[config.mk]
export PLATFORM = sky130hd
export DESIGN_NAME = utf8_line_edit_buffer
export DESIGN_NICKNAME = d
export VERILOG_FILES = /design/src/rtl/ulb_pkg.sv /design/src/rtl/ulb_front.sv /design/src/rtl/ulb_queue.sv /design/src/rtl/ulb_back.sv /design/src/rtl/utf8_line_edit_buffer.sv
export SDC_FILE = /design/constraint.sdc
export NUM_CORES = 2
export LEC_CHECK = 0
export BUFFER_PORTS_ARGS = -buffer_cell sky130_fd_sc_hd__buf_2
export CORE_AREA = 5 5 627 443
export CTS_BUF_LIST = sky130_fd_sc_hd__clkbuf_8 sky130_fd_sc_hd__clkbuf_16
export DETAILED_ROUTE_END_ITERATION = 8
export DIE_AREA = 0 0 632 448
export PLACE_DENSITY = 0.46
export SLEW_MARGIN = 20
export SYNTH_ARGS = -nofsm -noshare
export SYNTH_HDL_FRONTEND = slang
export SYNTH_SLANG_ARGS = --single-unit
[constraint.sdc]
create_clock -name clk_i -period 17.4 [get_ports clk_i]
set_input_delay 5.22 -clock clk_i [delete_from_list [all_inputs] [get_ports clk_i]]
set_output_delay 5.22 -clock clk_i [all_outputs]
set_load 0.005 [all_outputs]
[src/rtl/ulb_pkg.sv]
`timescale 1ns / 1ps

package ulb_pkg;

  localparam int LEN_W       = 8;
  localparam int CAP_W       = 9;
  localparam int CP_W        = 21;
  localparam int QUEUE_DEPTH = 4;

  localparam logic [CP_W-1:0] CP_FIRST_PRINT = 21'd32;
  localparam logic [CP_W-1:0] CP_MAX_1B      = 21'h00007F;
  localparam logic [CP_W-1:0] CP_MAX_2B      = 21'h0007FF;
  localparam logic [CP_W-1:0] CP_MAX_3B      = 21'h00FFFF;
  localparam logic [CP_W-1:0] CP_MAX         = 21'h10FFFF;

  localparam logic [1:0] CONT_TAG = 2'b10;

  typedef enum logic [1:0] {
    REQ_APPEND = 2'd0,
    REQ_BKSP   = 2'd1,
    REQ_READ   = 2'd2
  } req_type_e;

  typedef enum logic [2:0] {
    ST_APPENDED = 3'd0,
    ST_CONTROL  = 3'd1,
    ST_RANGE    = 3'd2,
    ST_FULL     = 3'd3,
    ST_DELETED  = 3'd4,
    ST_EMPTY    = 3'd5,
    ST_IGNORED  = 3'd6,
    ST_READ     = 3'd7
  } status_e;

  typedef enum logic [1:0] {
    CMD_REPLY,
    CMD_APPEND,
    CMD_BKSP,
    CMD_READ
  } cmd_op_e;

  // One classified request as it travels from the front end to the back end.
  typedef struct packed {
    cmd_op_e         op;
    status_e         status;   // fixed answer for CMD_REPLY
    logic [3:0][7:0] enc;      // UTF-8 bytes, enc[0] stored first
    logic [2:0]      nbytes;   // 1 to 4
    logic [LEN_W-1:0] index;   // read position
  } cmd_t;

endpackage

[src/rtl/ulb_front.sv]
`timescale 1ns / 1ps

module ulb_front import ulb_pkg::*; (
  input  logic            in_valid_i,
  output logic            in_ready_o,
  input  logic [1:0]      req_type_i,
  input  logic [CP_W-1:0] code_point_i,
  input  logic [7:0]      read_index_i,
  input  logic            enabled_i,
  input  logic            q_full_i,
  output logic            q_push_o,
  output cmd_t            q_wdata_o
);

  logic [CP_W-1:0] cp;

  assign cp         = code_point_i;
  assign in_ready_o = !q_full_i;
  assign q_push_o   = in_valid_i && !q_full_i;

  always_comb begin
    q_wdata_o        = '0;
    q_wdata_o.op     = CMD_REPLY;
    q_wdata_o.status = ST_IGNORED;
    q_wdata_o.index  = read_index_i;
    if (enabled_i) begin
      unique case (req_type_e'(req_type_i))
        REQ_APPEND: begin
          priority if (cp < CP_FIRST_PRINT) begin
            q_wdata_o.status = ST_CONTROL;
          end else if (cp > CP_MAX) begin
            q_wdata_o.status = ST_RANGE;
          end else if (cp <= CP_MAX_1B) begin
            q_wdata_o.op     = CMD_APPEND;
            q_wdata_o.enc[0] = {1'b0, cp[6:0]};
            q_wdata_o.nbytes = 3'd1;
          end else if (cp <= CP_MAX_2B) begin
            q_wdata_o.op     = CMD_APPEND;
            q_wdata_o.enc[0] = {3'b110, cp[10:6]};
            q_wdata_o.enc[1] = {CONT_TAG, cp[5:0]};
            q_wdata_o.nbytes = 3'd2;
          end else if (cp <= CP_MAX_3B) begin
            q_wdata_o.op     = CMD_APPEND;
            q_wdata_o.enc[0] = {4'b1110, cp[15:12]};
            q_wdata_o.enc[1] = {CONT_TAG, cp[11:6]};
            q_wdata_o.enc[2] = {CONT_TAG, cp[5:0]};
            q_wdata_o.nbytes = 3'd3;
          end else begin
            q_wdata_o.op     = CMD_APPEND;
            q_wdata_o.enc[0] = {5'b11110, cp[20:18]};
            q_wdata_o.enc[1] = {CONT_TAG, cp[17:12]};
            q_wdata_o.enc[2] = {CONT_TAG, cp[11:6]};
            q_wdata_o.enc[3] = {CONT_TAG, cp[5:0]};
            q_wdata_o.nbytes = 3'd4;
          end
        end
        REQ_BKSP: q_wdata_o.op = CMD_BKSP;
        REQ_READ: q_wdata_o.op = CMD_READ;
        default:  q_wdata_o.status = ST_IGNORED;
      endcase
    end
  end

endmodule

[src/rtl/ulb_queue.sv]
`timescale 1ns / 1ps

module ulb_queue import ulb_pkg::*; (
  input  logic clk_i,
  input  logic rst_ni,
  input  logic push_i,
  input  cmd_t wdata_i,
  output logic full_o,
  input  logic pop_i,
  output cmd_t rdata_o,
  output logic empty_o
);

  localparam int QPW = $clog2(QUEUE_DEPTH);

  cmd_t             entries_q [QUEUE_DEPTH];
  logic [QPW-1:0]   wr_ptr_q, wr_ptr_d;
  logic [QPW-1:0]   rd_ptr_q, rd_ptr_d;
  logic [QPW:0]     count_q, count_d;

  assign full_o  = (count_q == (QPW+1)'(QUEUE_DEPTH));
  assign empty_o = (count_q == '0);
  assign rdata_o = entries_q[rd_ptr_q];

  always_comb begin
    wr_ptr_d = push_i ? wr_ptr_q + 1'b1 : wr_ptr_q;
    rd_ptr_d = pop_i  ? rd_ptr_q + 1'b1 : rd_ptr_q;
    count_d  = count_q;
    if (push_i && !pop_i) begin
      count_d = count_q + 1'b1;
    end else if (pop_i && !push_i) begin
      count_d = count_q - 1'b1;
    end
  end

  always_ff @(posedge clk_i or negedge rst_ni) begin
    if (!rst_ni) begin
      wr_ptr_q <= '0;
      rd_ptr_q <= '0;
      count_q  <= '0;
    end else begin
      wr_ptr_q <= wr_ptr_d;
      rd_ptr_q <= rd_ptr_d;
      count_q  <= count_d;
    end
  end

  always_ff @(posedge clk_i) begin
    if (push_i) begin
      entries_q[wr_ptr_q] <= wdata_i;
    end
  end

endmodule

[src/rtl/ulb_back.sv]
`timescale 1ns / 1ps

module ulb_back import ulb_pkg::*; #(
  parameter int BUFFER_BYTES = 256
) (
  input  logic             clk_i,
  input  logic             rst_ni,
  input  logic [CAP_W-1:0] max_bytes_i,
  input  logic             q_empty_i,
  input  cmd_t             q_rdata_i,
  output logic             q_pop_o,
  output logic             out_valid_o,
  input  logic             out_ready_i,
  output logic [2:0]       status_o,
  output logic [LEN_W-1:0] text_length_o,
  output logic [7:0]       read_byte_o
);

  localparam int MEM_DEPTH = (BUFFER_BYTES < 256) ? BUFFER_BYTES : 256;
  localparam int AW        = $clog2(MEM_DEPTH);
  localparam logic [CAP_W-1:0] CAP_LIMIT = CAP_W'(MEM_DEPTH);

  typedef enum logic [2:0] {
    S_IDLE,
    S_WRITE,
    S_READ_WAIT,
    S_SCAN_ISSUE,
    S_SCAN_CHECK
  } state_e;

  state_e           state_q;
  logic [LEN_W-1:0] len_q;
  logic [LEN_W-1:0] scan_idx_q;
  logic [1:0]       wcnt_q;
  logic [3:0][7:0]  enc_q;
  logic [2:0]       nbytes_q;
  logic             out_valid_q;
  status_e          status_q;
  logic [LEN_W-1:0] out_len_q;
  logic [7:0]       read_byte_q;

  logic [7:0]       text_mem [MEM_DEPTH];
  logic [7:0]       mem_rdata_q;
  logic             mem_we;
  logic [AW-1:0]    mem_waddr;
  logic [AW-1:0]    mem_raddr;
  logic [LEN_W-1:0] wr_pos;

  logic [CAP_W-1:0] cap_eff;
  logic [CAP_W-1:0] need_len;
  logic             no_room;
  logic             last_byte;
  logic [LEN_W-1:0] grown_len;

  assign cap_eff   = (max_bytes_i < CAP_LIMIT) ? max_bytes_i : CAP_LIMIT;
  assign need_len  = {1'b0, len_q} + CAP_W'(q_rdata_i.nbytes);
  assign no_room   = (need_len >= cap_eff);
  assign last_byte = ({1'b0, wcnt_q} == (nbytes_q - 3'd1));
  assign grown_len = len_q + LEN_W'(nbytes_q);

  assign q_pop_o   = (state_q == S_IDLE) && !q_empty_i && !out_valid_q;
  assign mem_we    = (state_q == S_WRITE);
  assign wr_pos    = len_q + LEN_W'(wcnt_q);
  assign mem_waddr = wr_pos[AW-1:0];
  assign mem_raddr = (state_q == S_IDLE) ? q_rdata_i.index[AW-1:0] : scan_idx_q[AW-1:0];

  assign out_valid_o   = out_valid_q;
  assign status_o      = status_q;
  assign text_length_o = out_len_q;
  assign read_byte_o   = read_byte_q;

  always_ff @(posedge clk_i) begin
    if (mem_we) begin
      text_mem[mem_waddr] <= enc_q[wcnt_q];
    end
    mem_rdata_q <= text_mem[mem_raddr];
  end

  always_ff @(posedge clk_i or negedge rst_ni) begin
    if (!rst_ni) begin
      state_q     <= S_IDLE;
      len_q       <= '0;
      scan_idx_q  <= '0;
      wcnt_q      <= '0;
      enc_q       <= '0;
      nbytes_q    <= 3'd1;
      out_valid_q <= 1'b0;
      status_q    <= ST_IGNORED;
      out_len_q   <= '0;
      read_byte_q <= '0;
    end else begin
      if (out_valid_q && out_ready_i) begin
        out_valid_q <= 1'b0;
      end
      unique case (state_q)
        S_IDLE: begin
          if (q_pop_o) begin
            unique case (q_rdata_i.op)
              CMD_REPLY: begin
                out_valid_q <= 1'b1;
                status_q    <= q_rdata_i.status;
                out_len_q   <= len_q;
                read_byte_q <= '0;
              end
              CMD_APPEND: begin
                if (no_room) begin
                  out_valid_q <= 1'b1;
                  status_q    <= ST_FULL;
                  out_len_q   <= len_q;
                  read_byte_q <= '0;
                end else begin
                  enc_q    <= q_rdata_i.enc;
                  nbytes_q <= q_rdata_i.nbytes;
                  wcnt_q   <= '0;
                  state_q  <= S_WRITE;
                end
              end
              CMD_BKSP: begin
                if (len_q == '0) begin
                  out_valid_q <= 1'b1;
                  status_q    <= ST_EMPTY;
                  out_len_q   <= len_q;
                  read_byte_q <= '0;
                end else begin
                  scan_idx_q <= len_q - 1'b1;
                  state_q    <= S_SCAN_ISSUE;
                end
              end
              CMD_READ: begin
                if (q_rdata_i.index < len_q) begin
                  state_q <= S_READ_WAIT;
                end else begin
                  out_valid_q <= 1'b1;
                  status_q    <= ST_READ;
                  out_len_q   <= len_q;
                  read_byte_q <= '0;
                end
              end
              default: state_q <= S_IDLE;
            endcase
          end
        end
        S_WRITE: begin
          wcnt_q <= wcnt_q + 1'b1;
          if (last_byte) begin
            len_q       <= grown_len;
            out_valid_q <= 1'b1;
            status_q    <= ST_APPENDED;
            out_len_q   <= grown_len;
            read_byte_q <= '0;
            state_q     <= S_IDLE;
          end
        end
        S_READ_WAIT: begin
          out_valid_q <= 1'b1;
          status_q    <= ST_READ;
          out_len_q   <= len_q;
          read_byte_q <= mem_rdata_q;
          state_q     <= S_IDLE;
        end
        S_SCAN_ISSUE: begin
          if (scan_idx_q == '0) begin
            len_q       <= '0;
            out_valid_q <= 1'b1;
            status_q    <= ST_DELETED;
            out_len_q   <= '0;
            read_byte_q <= '0;
            state_q     <= S_IDLE;
          end else begin
            state_q <= S_SCAN_CHECK;
          end
        end
        S_SCAN_CHECK: begin
          if (mem_rdata_q[7:6] == CONT_TAG) begin
            scan_idx_q <= scan_idx_q - 1'b1;
            state_q    <= S_SCAN_ISSUE;
          end else begin
            len_q       <= scan_idx_q;
            out_valid_q <= 1'b1;
            status_q    <= ST_DELETED;
            out_len_q   <= scan_idx_q;
            read_byte_q <= '0;
            state_q     <= S_IDLE;
          end
        end
        default: state_q <= S_IDLE;
      endcase
    end
  end

  // The stored text never reaches the end of the memory.
  a_len_in_mem: assert property (@(posedge clk_i) disable iff (!rst_ni)
    {1'b0, len_q} < CAP_LIMIT)
    else $error("stored length reached memory depth");

  // A pending result holds the sequencer in idle.
  a_idle_while_result: assert property (@(posedge clk_i) disable iff (!rst_ni)
    out_valid_q |-> (state_q == S_IDLE))
    else $error("sequencer busy while a result waits");

  // A successful append makes the text longer.
  a_append_grows: assert property (@(posedge clk_i) disable iff (!rst_ni)
    ($rose(out_valid_q) && (status_q == ST_APPENDED)) |-> (len_q > $past(len_q)))
    else $error("append did not grow the text");

  // A deletion makes the text shorter.
  a_delete_shrinks: assert property (@(posedge clk_i) disable iff (!rst_ni)
    ($rose(out_valid_q) && (status_q == ST_DELETED)) |-> (len_q < $past(len_q)))
    else $error("deletion did not shorten the text");

endmodule

[src/rtl/utf8_line_edit_buffer.sv]
`timescale 1ns / 1ps
// Channel | Handshake                | Payload
// --------+--------------------------+------------------------------------------------
// in      | in_valid_i / in_ready_o  | req_type_i, code_point_i, read_index_i, enabled_i
// cfg     | cfg_valid_i / cfg_ready_o| max_bytes_i
// out     | out_valid_o / out_ready_i| status_o, text_length_o, read_byte_o
//
// Each request gives one result. A result needs no memory access for an ignored, control,
// out of range, full or empty request, or a read at or past the length; a read of a stored
// byte waits in S_READ_WAIT for memory, an append writes its bytes one by one in S_WRITE,
// and a backspace scans back in S_SCAN_ISSUE/S_SCAN_CHECK to a lead byte or position zero.
// A four-entry queue keeps taking requests until full while the back end works or its result stalls.
// Reset clears the length, queue and result register and sets max_bytes to 256, not the text.

module utf8_line_edit_buffer import ulb_pkg::*; #(
  parameter int BUFFER_BYTES = 256
) (
  input  logic             clk_i,
  input  logic             rst_ni,
  input  logic             in_valid_i,
  output logic             in_ready_o,
  input  logic [1:0]       req_type_i,
  input  logic [CP_W-1:0]  code_point_i,
  input  logic [7:0]       read_index_i,
  input  logic             enabled_i,
  input  logic             cfg_valid_i,
  output logic             cfg_ready_o,
  input  logic [CAP_W-1:0] max_bytes_i,
  output logic             out_valid_o,
  input  logic             out_ready_i,
  output logic [2:0]       status_o,
  output logic [LEN_W-1:0] text_length_o,
  output logic [7:0]       read_byte_o
);

  // Capacity register. Software must write it only while the block is idle; the block
  // itself does not enforce this, and it is always ready.
  logic [CAP_W-1:0] max_bytes_q;

  logic q_push;
  logic q_full;
  logic q_pop;
  logic q_empty;
  cmd_t q_wdata;
  cmd_t q_rdata;

  assign cfg_ready_o = 1'b1;

  always_ff @(posedge clk_i or negedge rst_ni) begin
    if (!rst_ni) begin
      max_bytes_q <= CAP_W'(256);
    end else if (cfg_valid_i) begin
      max_bytes_q <= max_bytes_i;
    end
  end

  // The front end classifies each request and encodes code points to UTF-8.
  ulb_front u_front (
    .in_valid_i   (in_valid_i),
    .in_ready_o   (in_ready_o),
    .req_type_i   (req_type_i),
    .code_point_i (code_point_i),
    .read_index_i (read_index_i),
    .enabled_i    (enabled_i),
    .q_full_i     (q_full),
    .q_push_o     (q_push),
    .q_wdata_o    (q_wdata)
  );

  // The queue decouples request intake from execution.
  ulb_queue u_queue (
    .clk_i   (clk_i),
    .rst_ni  (rst_ni),
    .push_i  (q_push),
    .wdata_i (q_wdata),
    .full_o  (q_full),
    .pop_i   (q_pop),
    .rdata_o (q_rdata),
    .empty_o (q_empty)
  );

  // The back end owns the text memory and the length, and holds the result.
  ulb_back #(
    .BUFFER_BYTES (BUFFER_BYTES)
  ) u_back (
    .clk_i         (clk_i),
    .rst_ni        (rst_ni),
    .max_bytes_i   (max_bytes_q),
    .q_empty_i     (q_empty),
    .q_rdata_i     (q_rdata),
    .q_pop_o       (q_pop),
    .out_valid_o   (out_valid_o),
    .out_ready_i   (out_ready_i),
    .status_o      (status_o),
    .text_length_o (text_length_o),
    .read_byte_o   (read_byte_o)
  );

endmodule
* Word level (Yosys, flattened, before mapping)
Memory sizes are Yosys's and may differ from the RTL's. A register that Yosys moved wholly into a read port is not among the register bits.
Cells that the tools add are included.
** Cells by class
- Add/sub/neg operators :: 11
- Magnitude comparators :: 9
- Eq/ne operators :: 28
- Multiplexer cells :: 80
- Bitwise gates (word level) :: 1
- Reductions and logical operators :: 28
** Operators with widths (number)
- 8-bit 2-to-1 mux :: 20
- 35-bit 2-to-1 mux :: 3
- 8-bit case mux with 5 select lines :: 2
- 8-bit case mux with 4 select lines :: 2
- 3-bit 2-to-1 mux :: 17
- 40-bit 2-to-1 mux :: 1
- 25-bit 2-to-1 mux :: 1
- 24-bit 2-to-1 mux :: 1
- 3-bit case mux with 4 select lines :: 2
- 8-bit case mux with 3 select lines :: 1
- 21-bit > comparator (second input constant) :: 1
- 21-bit by 11-bit <= comparator with 1-bit output (second input constant) :: 1
- 21-bit by 16-bit <= comparator with 1-bit output (second input constant) :: 1
- 21-bit by 7-bit <= comparator with 1-bit output (second input constant) :: 1
- 21-bit by 6-bit less-than comparator with 1-bit output (second input constant) :: 1
- 19-bit 2-to-1 mux :: 1
- 8-bit binary-select mux with 2-bit select :: 1
- 8-bit logical NOT :: 2
- 16-bit 2-to-1 mux :: 1
- 8-bit case mux with 2 select lines :: 1
- 8-bit by 1-bit subtractor with 8-bit output (second input constant) :: 2
- 3-bit inequality test (second input constant) :: 5
- 3-bit case mux with 5 select lines :: 1
- 2-bit inequality test (second input constant) :: 7
- other kinds (40) :: 81
** Word-level totals
- Flip-flop bits (word level) :: 92
- RAM bits :: 2240
- Bits of input ports :: 46
- Output and inout bits :: 22
- Word-level logic and storage cells :: 176
- Memories kept :: 2
** Memories
- u_back.text_mem :: words 256, bits a word 8, read ports 1, clocked after Yosys merged registers in 1, wr ports 1, RTL line ulb_back.sv:42 : logic [7:0] text_mem [MEM_DEPTH];
- u_queue.entries_q :: words 4, bits a word 48, read ports 1, clocked after Yosys merged registers in 0, wr ports 1, RTL line ulb_queue.sv:16 : cmd_t entries_q [QUEUE_DEPTH];

* Depth between registers and ports, before layout
- Depth in word-level cells :: 8
- Mapped depth :: 17
- Mapped depth without buffers :: 13

* Hierarchy
Synthesis repeated with hierarchy kept, for this count alone.
** Second synthesis, totals
- Cells, all modules :: 6136
- Area total of the unflattened synthesis :: 94310.5 sq um
** By module, submodules not included
- ulb_back :: times used 1, cells each 5719, area an instance 85764.8 sq um, seq. area each 63564.7 sq um
- ulb_queue :: times used 1, cells each 285, area an instance 7375.8 sq um, seq. area each 5940.7 sq um
- ulb_front :: times used 1, cells each 111, area an instance 785.8 sq um, seq. area each 0.0 sq um
- utf8_line_edit_buffer :: times used 1, cells each 21, area an instance 384.1 sq um, seq. area each 226.5 sq um

* Worst setup path after synthesis
No wires, ideal clock.
- Path type :: reg2reg
- From :: reg u_back.wcnt_q[1]
- To :: mem u_back.text_mem[0][6], data pin
- Arrival :: 11.021 ns
- Path slack :: 4.162 ns
- Stages on the path, launching flop included :: 3
- Path buffers :: 1
- Period minus slack after synthesis :: 13.238 ns
- Path through :: dfrtp_1 -> buf_1 -> nor3b_1
** Between the ends
- Word-level cells in the longest chain between the ends :: 2
** Ends and longest elaborated chain
- start, declared :: RTL line ulb_back.sv:34 : logic [1:0] wcnt_q;
- start signal, assigned :: RTL line ulb_back.sv:144 : wcnt_q <= wcnt_q + 1'b1;
- 8-bit binary-select mux with 2-bit select :: RTL line ulb_back.sv:74 : text_mem[mem_waddr] <= enc_q[wcnt_q];
- 8-bit 2-to-1 mux (implied by the code) :: RTL line ulb_back.sv:74
- end, declared :: RTL line ulb_back.sv:42
No other way between the ends. The select of a mux whose other input is x is not followed.

==> flow_metrics.py <==
metrics = {
    "run_status": {
        "status": "completed",
    },
    "critical_path": {
        "cp_common_cell": "nor2_1",
        "path_max_fanout": 14,
        "worstSetupEndpointType": "flop",
        "crit_chain": "buf_2 -> or4_1 -> nor2_1 -> nand3_1 -> nor3_1 -> a21o_1 -> nor2_1 -> nand2_1 -> a211oi_1",
        "startpoint": "code_point_i[19]",
        "crit_family": "simple AND/OR/NAND/NOR gates",
        "critPathKind": "in2reg",
        "r2r_start": "u_back.state_q[2]$_DFFE_PN0P_",
        "crit_arrival_ps": 8240,
        "cpPeakStageDelay_ps": 700,
        "crit_path_top_delay_cell": "nor2_1",
        "path_buf_inv": 1,
        "start_kind": "input pin",
        "required_ps": 17930,
    },
    "job": {
        "maxCapViolations": 0,
    },
    "sta": {
        "hold_viol_final": 0,
        "skew_ps": 48.5,
        "fmax_mhz": 130,
        "hold_slack_ps": 468,
        "rsz0062_at_grt": "no",
        "finalCriticalPeriod_ps": 7710,
        "tightest_slew_ps": 1300,
        "finalCritPeriodShare": 0.443,
        "final.setup.tns_ps": 0,
        "setup_slack_ps": 9690,
        "setup_viol_count_final": 0,
        "slew_headroom": 0.122,
        "report.final.slew_viol_count": 0,
    },
    "drt": {
        "drtIter0Drc": 7146,
        "via_per_inst": 5.57,
        "drt_pass1_iterations": 6,
        "routed_wl_mm": 314,
        "vias": 58100,
        "post_drt_wl_per_cell_um": 30.1,
        "ant_nets": 0,
        "drc": 0,
    },
    "place": {
        "dp_hpwl_mm": 185,
        "pre_cts_ws_ps": 8980,
        "io_buffers": 66,
        "gp_congestion": 0.832,
    },
    "floorplanning": {
        "start_util": 0.348,
        "die_height_um": 448,
        "io_pins": 68,
        "core_mm2": 0.271,
        "fp.dieArea_mm2": 0.283,
        "rows": 160,
        "die-width_um": 632,
    },
    "cells_and_area": {
        "layout_common_cells": "2220 x edfxtp_1, 1163 x nand2_1, 464 x mux2i_1",
        "fin_nets": 6690,
        "final_common_cell": "edfxtp_1",
        "seq_area_mm2": 0.0690,
        "syn_to_final_growth_pct": 12.2,
        "drive_above_1_share": 0.105,
        "fill_cells": 25300,
        "multi_input_area_mm2": 0.0234,
    },
    "yosys": {
        "syn_inst": 6568,
        "synth_mux_area_frac": 0.0691,
        "synth_top_area_cell": "edfxtp_1",
        "synth-xor-area-share": 0.00260,
        "synth_top_family_by_area": "simple AND/OR/NAND/NOR gates",
        "synthArstFlopShare": 0.0376,
        "synth-compound-area-share": 0.0744,
        "avgSynthCellArea_um2": 14.3,
        "synthAdderAreaFrac": 0.00563,
        "yosys_warnings": 0,
        "syn-cell-area_mm2": 0.0942,
        "synth_edf_count": 2220,
        "ys_ff_latch": 2315,
        "synth_cell_types": 79,
        "synth_nets": 6654,
        "yosys.area.top_type_share": 0.708,
        "synthFlopType": "edfxtp_1",
        "yosys.area_share.simple": 0.0920,
        "seq_area_frac_synth": 0.733,
        "synth.area.top_cells": "edfxtp_1 71%, mux2i_1 5.0%, nand2_1 4.7%",
    },
    "clocking": {
        "numCtsBuffers": 226,
        "cts_setup_buffers": 0,
        "cts_resized": 0,
        "hold_buffers": 0,
        "cts_buffer_depth": 4,
        "clk_pin_slew_worst_paths_ps": 60,
        "cts_tree": "done",
        "h-tree-depth": 4,
        "insertion_delay_ps": 900,
        "clkSinkCount": 2315,
        "cts-root-buf": "clkbuf_16",
    },
    "worst_hold_path": {
        "min_from": "u_back.status_o[1]$_DFFE_PN1P_",
        "min_path_type": "reg2reg",
    },
    "global_routing": {
        "antenna_found_initial": 16,
        "grt_max_degree": 196,
        "grt_use_total": 0.216,
        "grt_pass1_vias": 54700,
        "grt_pass1_wl_mm": 438,
        "overflow": 0,
    },
}
## state kept, by name (all words and copies together) (netlist names)
signal                count
u_queue.entries_q       172
u_back.text_mem        2048
u_back.read_byte_o        8
u_back.scan_idx_q         8
u_back.text_length_o      8
u_back.out_valid_o        1
u_back.wcnt_q             2
max_bytes_q               9
u_queue.rd_ptr_q          2
u_queue.wr_ptr_q          2
u_back.state_q            3
u_back.len_q              8
u_back.mem_rdata_q        8
u_back.enc_q             27
u_back.status_o           3
u_back.nbytes_q           3
u_queue.count_q           3
## routing by layer
metal | routed length [µm] | vias up | GRT usage
li1 | - | 25100 | -
met1 | 152000 | 30400 | 0.346
met2 | 129000 | 2334 | 0.300
met3 | 26600 | 354 | 0.0425
met4 | 6820 | 0 | 0.0456
met5 | 0 | - | 0
## cell type report
cell class	instances	share of cell area
multi-input combinational	3805	0.221
timing repair buffer	227	0.0165
antenna	4	0.0000947
clock buffer	230	0.0544
inverter	29	0.00103
tap	3645	0.0432
sequential	2315	0.653
clock inverter	177	0.0107
## stage by stage
stage                     cells  utilization  cell area (µm²)
final                     10400        0.390           106000
after global routing      10400        0.390           106000
after CTS                 10400        0.390           106000
after detailed placement  10000        0.365            98700
after global placement    10000        0.364            98600
after floorplan            6568            -            94200
## cell usage after synthesis (66+ instances only)
| library cell | number |
|---|---|
| clkbuf_1 | 154 |
| a21oi_1 | 405 |
| o22ai_1 | 116 |
| edfxtp_1 | 2220 |
| nor2_1 | 398 |
| mux2i_1 | 470 |
| dfrtp_1 | 83 |
| nor3_1 | 93 |
| o221ai_1 | 66 |
| a31oi_1 | 93 |
| nand2_1 | 1179 |
| o21ai_0 | 124 |
| buf_2 | 172 |
| nand3_1 | 172 |
## final timing paths
check	end	slack [ps]	depth (start not counted)
setup / recovery	u_queue.entries_q[0][20]$_DFFE_PP_	9690	9
hold / removal	u_back.status_o[1]$_DFFE_PN1P_	470	2
setup reg to reg	u_back.mem_rdata_q[4]$_DFF_P_	10750	13
hold reg to reg	u_back.status_o[1]$_DFFE_PN1P_	470	2
max in group asynchronous	u_queue.rd_ptr_q[0]$_DFFE_PN0P_	11850	2
min in group asynchronous	u_back.enc_q[29]$_DFFE_PN0P_	4260	1
## logic make-up (layout without fill, tap and decap cells)
logic type / after synthesis / in the layout
muxes: 581 / 581
xor gates and xnor gates: 28 / 28
adders and majority gates: 40 / 40
other: 1 / 5
AOI/OAI and AO/OA: 1096 / 1096
and+or+nand+nor: 2059 / 2059
buffers and inverters: 448 / 663
DFF: 2315 / 2315
## worst reg2reg max path, cell delays in order, from the launching register on
cell and delay (ps):
dfrtp_1 810, o31a_2 220, buf_4 510, a21o_4 570
buf_12 520, buf_12 670, buf_12 690, mux2i_1 490
o221ai_1 180, a31oi_1 740, a31oi_1 160, a31oi_1 320
o311ai_1 140, or4_1 530
Power is not shown: default switching activity piles up to over one toggle a cycle in this logic, so the estimate is an artifact.
